`src/rtl/ppc_pkg.sv`:
```
// ppc_pkg: types and constants of the pretrigger pulse capture block
// no dependencies; used by ppc_baseline, pretrigger_pulse_capture and ppc_checker
package ppc_pkg;

   localparam int SAMPLE_BITS = 12;
   localparam int FRAC_BITS   = 8;
   localparam int ACC_BITS    = SAMPLE_BITS + FRAC_BITS;
   localparam int REQ_BITS    = 24;
   localparam int RSP_BITS    = 176;
   localparam int CSR_IDX_BITS  = 3;
   localparam int CSR_DATA_BITS = 16;

   localparam logic [1:0] PH_ARMING = 2'd0;
   localparam logic [1:0] PH_ARMED  = 2'd1;
   localparam logic [1:0] PH_POST   = 2'd2;
   localparam logic [1:0] PH_DONE   = 2'd3;

   localparam logic OP_SAMPLE = 1'b0;
   localparam logic OP_READ   = 1'b1;

   localparam logic [CSR_IDX_BITS-1:0] REG_TRIGGER_DELTA = 3'd0;
   localparam logic [CSR_IDX_BITS-1:0] REG_WARMUP_LENGTH = 3'd1;
   localparam logic [CSR_IDX_BITS-1:0] REG_FAST_SHIFT    = 3'd2;
   localparam logic [CSR_IDX_BITS-1:0] REG_SLOW_SHIFT    = 3'd3;
   localparam logic [CSR_IDX_BITS-1:0] REG_CONSECUTIVE   = 3'd4;

   typedef enum logic [2:0] {
      ST_CLEAR,
      ST_IDLE,
      ST_CALC,
      ST_DECIDE,
      ST_COPY,
      ST_READ,
      ST_REPLY
   } seq_state_type;

   typedef struct packed {
      logic       seed;
      logic       track;
      logic [3:0] shift;
   } filt_ctl_type;

endpackage

```
`src/rtl/ppc_baseline.sv`:
```
// ppc_baseline: baseline filter step (seed, then first-order tracking step)
// depends on ppc_pkg
module ppc_baseline (
   input  logic [ppc_pkg::ACC_BITS-1:0]    acc,
   input  logic [ppc_pkg::SAMPLE_BITS-1:0] sample,
   input  ppc_pkg::filt_ctl_type           ctl,
   output logic [ppc_pkg::ACC_BITS-1:0]    acc_next
);

   logic [ppc_pkg::ACC_BITS-1:0] target;
   logic [ppc_pkg::ACC_BITS-1:0] start;
   logic [ppc_pkg::ACC_BITS-1:0] diff;
   logic [ppc_pkg::ACC_BITS:0]   down;
   logic [ppc_pkg::ACC_BITS:0]   round;

   always_comb begin
      target = {sample, {ppc_pkg::FRAC_BITS{1'b0}}};
      start  = ctl.seed ? target : acc;
      round  = (ppc_pkg::ACC_BITS+1)'((1 << ctl.shift) - 1);
      diff   = '0;
      down   = '0;
      acc_next = start;
      if (ctl.track) begin
         if (target >= start) begin
            diff     = (target - start) >> ctl.shift;
            acc_next = start + diff;
         end else begin
            down     = ({1'b0, start - target} + round) >> ctl.shift;
            acc_next = start - down[ppc_pkg::ACC_BITS-1:0];
         end
      end
   end

endmodule

```
`config.mk`:
```
export PLATFORM = sky130hd
export DESIGN_NAME = ppc_baseline
export DESIGN_NICKNAME = d
export VERILOG_FILES = /design/src/rtl/ppc_pkg.sv /design/src/rtl/ppc_baseline.sv
export SDC_FILE = /design/constraint.sdc
export NUM_CORES = 1
export LEC_CHECK = 0
export ABC_AREA = 0
export BUFFER_PORTS_ARGS = -buffer_cell sky130_fd_sc_hd__buf_2
export CORE_MARGIN = 3
export CORE_UTILIZATION = 55
export DETAILED_ROUTE_END_ITERATION = 6
export PLACE_DENSITY = 0.75
export SETUP_SLACK_MARGIN = 0.5
export SYNTH_ARGS = -nofsm -noshare
export SYNTH_HDL_FRONTEND = slang
export SYNTH_SLANG_ARGS = --single-unit
export TNS_END_PERCENT = 10
```
`constraint.sdc`:
```
create_clock -name vclk -period 10.4
set_clock_uncertainty 0.1 [all_clocks]
set_input_delay 0 -clock vclk [all_inputs]
set_output_delay 0 -clock vclk [all_outputs]
set_load 0.02 [all_outputs]
```
==> flow_summary.json, run 1 <==
{
  "fill_cells": 1114,
  "synthDistinctLibCells": 89,
  "required_ns": 10.30,
  "register_area_sq_um": 0,
  "crit_fanout": 25,
  "synth_top_family_by_area": "compound AO/OA/AOI/OAI gates",
  "cpMaxStageDelayCell": "or4_1",
  "routed_wl_mm": 18.82,
  "wire_per_inst_um": 16.76,
  "synth-compound-area-share": 0.3349,
  "synthAdderAreaFrac": 0.1675,
  "whs_ns": 0.3541,
  "yosys.area.top_type": "ha_1",
  "grt_pass1_vias": 6215,
  "dieArea_sq_um": 13270,
  "cp.arrival_ns": 9.07,
  "mostFrequentLayoutCell": "nand2_1",
  "grt_overflow": 0,
  "syn_area_sq_um": 6558,
  "synth_xor_area_frac": 0.1011,
  "first_pass_iters": 6,
  "ys_top_cells_by_area": "ha_1 16%, mux2i_1 5.8%, nand2_1 5.4%",
  "multi_input_area_sq_um": 6017,
  "antennaDiodeCount": 0,
  "drt-initial-drc-count": 587,
  "grt_start_max_net_pins": 44,
  "worst_pin_slew_ns": 0.9124,
  "post-route-min-period_ns": 9.167,
  "power_frac_clock": 0,
  "die_h_um": 115.2,
  "layout_common_cells": "95 x nand2_1, 86 x inv_1, 84 x nor2_1",
  "setup-tns-final_ns": 0,
  "num_vias": 7034,
  "holdBufCountCts": 0,
  "clock.fmax_mhz": 109.1,
  "endpoint_kind": "output port",
  "cp-start-kind": "input port",
  "seqPwrFrac": 0,
  "start_util": 0.5694,
  "ys_warn_count": 0,
  "relSlewSlack": 0.3895,
  "grt_usage": 0.2789,
  "synth_nets": 1086,
  "syn-mean-instance-area_sq_um": 6.817,
  "status": "completed",
  "fp.dieW_um": 115.2,
  "critPathKind": "input port to output port",
  "synth-simple-area-share": 0.2116,
  "seq_cell_count": 0,
  "crit_path_frequent_cell": "ha_1",
  "dp_hpwl_mm": 15.12,
  "placed_cell_area_sq_um": 6892,
  "drv_slew": 0,
  "switchingPower_uw": 756.8,
  "cap_viol_max_count": 0,
  "place_congestion": 0.9403,
  "drive_gt1_frac": 0.1357,
  "num_rows": 39,
  "yosysTopAreaCellShare": 0.1584,
  "finalHoldViolations": 0,
  "ioPinCount": 58,
  "clkbuf_count": 0,
  "synth_seq_area_share": 0,
  "synth_mux_area_frac": 0.1009,
  "p_int_uw": 499.0,
  "nets": 1106,
  "viasPerCell": 6.264,
  "rsz0062_at_grt": "no",
  "grt_pass1_wl_mm": 31.09,
  "syn2layout_area_growth_pct": 5.190,
  "swShare": 0.6026,
  "fin_util": 0.5990,
  "antenna_found_initial": 0,
  "hp-class": "input port to output port",
  "leakage_nw": 3.210,
  "p_per_area_nw_per_um2": 182.0,
  "p_total_mw": 1.256,
  "critPathMaxStageDelay_ns": 0.48,
  "period_share": 0.8815,
  "synth_cells": 962,
  "drc": 0,
  "ant_nets": 0,
  "final-setup-viol-count": 0,
  "design_area_sq_um": 6898,
  "io_buffers": 58,
  "combinationalPowerShare": 1.000,
  "ir_drop_mv": 0.09130,
  "core_sq_um": 11520
}
[synthesized netlist by cell type (4+ instances only)]
| master | instances |
|---|---|
| or2_2 | 5 |
| buf_2 | 8 |
| o21bai_1 | 13 |
| mux4_2 | 6 |
| nand3_1 | 19 |
| nand2_1 | 95 |
| nand4_1 | 5 |
| a31o_2 | 5 |
| o31ai_1 | 6 |
| a211o_1 | 4 |
| xnor2_1 | 37 |
| ha_1 | 83 |
| nor2_1 | 84 |
| a21oi_1 | 71 |
| inv_1 | 86 |
| nor3_1 | 17 |
| o2111ai_1 | 5 |
| a21o_1 | 21 |
| clkbuf_1 | 31 |
| nor4_1 | 4 |
| o211ai_1 | 11 |
| a31oi_1 | 18 |
| nand2b_1 | 16 |
| o21ai_0 | 70 |
| and2_1 | 8 |
| o21a_1 | 6 |
| a211oi_1 | 23 |
| and3_1 | 6 |
| mux2_2 | 13 |
| xor2_1 | 31 |
| or3_1 | 7 |
| buf_1 | 8 |
| o22ai_1 | 10 |
| mux2i_1 | 38 |
[cell families (layout without fill, tap and decap cells)]
| kind of cell | Yosys count | in the layout |
|---|---|---|
| AO/OA/AOI/OAI | 321 | 321 |
| multiplexers | 57 | 57 |
| adder cells (fa/ha/maj) | 86 | 86 |
| AND/OR/NAND/NOR | 288 | 288 |
| buffers and inverters | 139 | 157 |
| XOR/XNOR | 71 | 71 |
[stage by stage]
step / setup WS, ns / std cells
2_1_floorplan: 2.413 / 962
3_3_place_gp: 1.580 / 1123
3_5_place_dp: 1.278 / 1123
4_1_cts: 1.211 / 1123
5_1_grt: 0.5516 / 1123
6_report: 1.233 / 1123
[repair_timing]
action | in CTS | in global routing
gates resized for setup | 0 | 2
endpoints found under the setup margin | 0 | 1
buffers inserted | 0 | 0
[per-layer routing]
layer | track usage | vias to the layer above | share of wire
met2 | 0.4498 | 285 | 0.44
met3 | 0.01842 | 24 | 0.066
met1 | 0.4126 | 3183 | 0.47
met4 | 0.04773 | 0 | 0.020
li1 | - | 3542 | -
met5 | 0 | - | 0
[worst paths after layout]
path | depth (start not counted) | endpoint | from
max | 37 | acc_next[19] | ctl[5]
min | 4 | acc_next[10] | acc[10]
[critical path: cells and delay by family]
kind	cells	cell delay (ns)
AOI/OAI and AO/OA	19	4.82
buffers and inverters	4	0.55
and+or+nand+nor	5	0.99
muxes	1	0.38
xor gates and xnor gates	2	0.54
adders and majority gates	6	1.77
[power by group through the flow]
stage / clock (mW) / sequential (mW) / combinational [mW]
detailed placement: 0 / 0 / 1.22
global placement: 0 / 0 / 1.21
global route: 0 / 0 / 1.39
finish: 0 / 0 / 1.26
floorplan: 0 / 0 / 0.966
CTS: 0 / 0 / 1.23
[final cells by class]
cell class / count / share of cell area
inverter: 89 / 0.04843
multi-input combinational: 823 / 0.8723
timing repair buffer: 68 / 0.05333
tap: 143 / 0.02594
(Power assumes the default switching activity.)
==> run 2, diff against run 1 <==
- CORE_MARGIN: 3 -> 10
==> run 2 against run 1 <==
  * Die area increased by 26%
  * Design area about the same
  * Routed wire length increased by 1.9%
  * Non-clock buffer count increased by 1
  * Hold slack improved by 0.015 ns
  * Flip-flop and latch count unchanged
  * Combinational power about the same
  * Setup slack got worse by 0.015 ns
  * Power decreased by 0.11%
  * Via count about the same
  * Critical endpoint unchanged
  * Highest routed layer unchanged
==> flow_summary.json, run 2 (synthesis results as in run 1) <==
{
  "mostFrequentLayoutCell": "nand2_1",
  "post-route-min-period_ns": 9.182,
  "critPathKind": "input port to output port",
  "ant_nets": 0,
  "grt_pass1_vias": 6366,
  "seq_cell_count": 0,
  "fp.dieW_um": 129.2,
  "syn2layout_area_growth_pct": 5.209,
  "multi_input_area_sq_um": 6013,
  "rsz0062_at_grt": "no",
  "worst_pin_slew_ns": 0.8855,
  "num_rows": 39,
  "num_vias": 7039,
  "period_share": 0.8829,
  "nets": 1107,
  "dp.cells": 1124,
  "finalHoldViolations": 0,
  "grt_start_max_net_pins": 44,
  "fin_ws_ns": 1.218,
  "clkbuf_count": 0,
  "antennaDiodeCount": 0,
  "crit_path_frequent_cell": "ha_1",
  "required_ns": 10.30,
  "layout_common_cells": "95 x nand2_1, 86 x inv_1, 84 x nor2_1",
  "min_from": "acc[15]",
  "register_area_sq_um": 0,
  "grt_pass1_wl_mm": 31.60,
  "cap_viol_max_count": 0,
  "hold_path_end": "acc_next[15]",
  "drive_gt1_frac": 0.1356,
  "whs_ns": 0.3690,
  "ir_drop_mv": 0.08771,
  "instances_no_fill": 1124,
  "dieArea_sq_um": 16690,
  "placed_cell_area_sq_um": 6899,
  "cp.arrival_ns": 9.08,
  "cp-startpoint": "ctl[5]",
  "p_per_area_nw_per_um2": 181.8,
  "grt_usage": 0.2191,
  "p_total_mw": 1.254,
  "holdBufCountCts": 0,
  "core_sq_um": 11560,
  "final-setup-viol-count": 0,
  "hp-class": "input port to output port",
  "dp_hpwl_mm": 15.51,
  "endpoint_kind": "output port",
  "post_cts_resized": 0,
  "antenna_found_initial": 0,
  "drv_slew": 0,
  "drc": 0,
  "post-cts-setup-buffers": 0,
  "leakage_nw": 3.213,
  "crit_fanout": 25,
  "crit_buf_inv": 4,
  "drt-initial-drc-count": 894,
  "first_pass_iters": 6,
  "start_util": 0.5670,
  "clock.fmax_mhz": 108.9,
  "critPathMaxStageDelay_ns": 0.47,
  "wire_per_inst_um": 17.06,
  "ioPinCount": 58,
  "routed_wl_mm": 19.17,
  "min_path_cells": 4,
  "fin_util": 0.5966,
  "place_congestion": 1.004,
  "fill_cells": 1168,
  "setup-tns-final_ns": 0,
  "dp_slack_ns": 1.400,
  "crit_family": "compound AO/OA/AOI/OAI gates",
  "relSlewSlack": 0.4075,
  "viasPerCell": 6.262,
  "grt_overflow": 0,
  "design_area_sq_um": 6899,
  "cp-start-kind": "input port",
  "status": "completed",
  "io_buffers": 58,
  "die_h_um": 129.2,
  "cpMaxStageDelayCell": "or4_1"
}
==> run 2: cell count changes in the layout (fill, tap and decap cells not counted), sizes merged <==
cell,change
buf,+2
clkbuf,-1
==> run 2: final cells by class <==
type,instances,share of cell area
inverters,89,0.04842
multi-input cells,823,0.8716
well taps,143,0.02593
repair buffers,69,0.05404
==> run 2: worst max-delay path by stage <==
| stage | depth (start not counted) | to | slack [ns] |
|---|---|---|---|
| 3_5_place_dp | 37 | acc_next[19] | 1.40 |
| 2_1_floorplan | 37 | acc_next[19] | 2.41 |
| 3_3_place_gp | 37 | acc_next[19] | 1.58 |
| 6_report | 37 | acc_next[19] | 1.22 |
| 4_1_cts | 37 | acc_next[19] | 1.33 |
| 5_1_grt | 37 | acc_next[19] | 0.61 |
==> run 2: power by group <==
part / internal, mW / switching, mW / leakage (nW)
Combinational: 0.499 / 0.756 / 3.21
Sequential: 0 / 0 / 0
Clock: 0 / 0 / 0
==> run 2: per-layer routing <==
layer,vias up,global-route usage,share of wire
met2,280,0.3623,0.45
met4,0,0.04883,0.023
met5,-,0,0
met3,26,0.006525,0.066
met1,3185,0.3086,0.46
li1,3548,-,-
==> run 3, diff against run 2 <==
==> constraint.sdc (replaced) <==
create_clock -name vclk -period 10.4
set_clock_uncertainty 0.1 [all_clocks]
set_input_delay 0.52 -clock vclk [all_inputs]
set_output_delay 0.52 -clock vclk [all_outputs]
set_load 0.02 [all_outputs]
==> run 3 against run 2 <==
  * Global-route usage grew 0.064 points
  * Sequential share of layout area unchanged
  * Non-clock buffer count grew 7
  * Hold slack improved by 1.0 ns
  * Critical path depth unchanged
  * Die area stayed put
  * Flip-flop and latch count is the same
  * Combinational power about the same
  * Design area up 1.4%
  * Critical path type unchanged
==> flow_summary.json, run 3 (synthesis results as in run 1) <==
{
  "antennaDiodeCount": 0,
  "seq_cell_count": 0,
  "mostFrequentLayoutCell": "nand2_1",
  "rsz0062_at_grt": "yes",
  "dp_hpwl_mm": 15.54,
  "viasPerCell": 6.313,
  "critPathMaxStageDelay_ns": 0.48,
  "whs_ns": 1.393,
  "fin_ws_ns": 1.018,
  "post-route-min-period_ns": 9.382,
  "start_util": 0.5670,
  "first_pass_iters": 5,
  "p_per_area_nw_per_um2": 182.8,
  "multi_input_area_sq_um": 6052,
  "register_area_sq_um": 0,
  "endpoint_kind": "output port",
  "grt_usage": 0.2197,
  "wire_per_inst_um": 16.83,
  "ir_drop_mv": 0.09665,
  "num_rows": 39,
  "holdBufCountCts": 0,
  "instances_no_fill": 1131,
  "syn2layout_area_growth_pct": 6.697,
  "leakage_nw": 3.253,
  "p_total_mw": 1.279,
  "routed_wl_mm": 19.04,
  "fill_cells": 1129,
  "fp.dieW_um": 129.2,
  "crit_path_frequent_cell": "ha_1",
  "grt_pass1_vias": 6518,
  "critPathKind": "input port to output port",
  "drv_slew": 0,
  "nets": 1114,
  "cp-start-kind": "input port",
  "dieArea_sq_um": 16690,
  "relSlewSlack": 0.5198,
  "required_ns": 9.78,
  "core_sq_um": 11560,
  "design_area_sq_um": 6997,
  "period_share": 0.9021,
  "hp-class": "input port to output port",
  "cp.arrival_ns": 8.76,
  "clkbuf_count": 0,
  "layout_common_cells": "95 x nand2_1, 86 x inv_1, 84 x nor2_1",
  "dp.cells": 1128,
  "placed_cell_area_sq_um": 6929,
  "cpMaxStageDelayCell": "or4_1",
  "worst_pin_slew_ns": 0.7170,
  "drive_gt1_frac": 0.1488,
  "ant_nets": 0,
  "status": "completed",
  "dp_slack_ns": 0.3124,
  "grt_overflow": 0,
  "cap_viol_max_count": 0,
  "grt_start_max_net_pins": 43,
  "finalHoldViolations": 0,
  "num_vias": 7140,
  "grt_pass1_wl_mm": 31.78,
  "die_h_um": 129.2,
  "crit_fanout": 25,
  "io_buffers": 58,
  "drc": 0,
  "fin_util": 0.6050,
  "ioPinCount": 58,
  "final-setup-viol-count": 0,
  "setup-tns-final_ns": 0,
  "place_congestion": 0.9165,
  "antenna_found_initial": 0,
  "drt-initial-drc-count": 750,
  "clock.fmax_mhz": 106.6
}
run 3: cell types whose count changed in the layout (fill, tap and decap cells not counted), sizes merged:
cell	change
buf	+7
run 3: power breakdown:
part | total [mW] | internal [mW] | switching [mW]
clock | 0 | 0 | 0
combinational | 1.28 | 0.513 | 0.766
sequential | 0 | 0 | 0
run 3: routing by layer:
layer,routed length [um],up-vias,share of wire,global-route usage
li1,-,3562,-,-
met1,8984,3293,0.47,0.3106
met2,8553,269,0.45,0.3702
met3,1223,16,0.064,0.007341
met4,275,0,0.014,0.02943
met5,0,-,0,0
run 3: path summary, 6_finish.rpt:
path / start / end / slack, ns / cells after the start
setup / recovery: ctl[5] / acc_next[19] / 1.02 / 37
hold / removal: acc[12] / acc_next[12] / 1.39 / 4
run 3: repair_timing:
action | 4_1_cts | 5_1_grt
pin swaps | 1 | 3
setup endpoints to repair | 1 | 8
buffers inserted | 1 | 2
resized for setup | 2 | 11
run 3: area by class of cell:
type,count,share of cell area
inverters,89,0.04775
multi-input cells,823,0.8650
well taps,143,0.02557
repair buffers,76,0.06170
run 3: worst max-delay path, delay by kind of cell:
| family | cells | cell delay (ns) |
|---|---|---|
| muxes | 3 | 0.98 |
| xor gates and xnor gates | 1 | 0.26 |
| adders and majority gates | 5 | 1.44 |
| and+or+nand+nor | 7 | 1.38 |
| buffers and inverters | 5 | 0.53 |
| AOI/OAI and AO/OA | 16 | 3.61 |
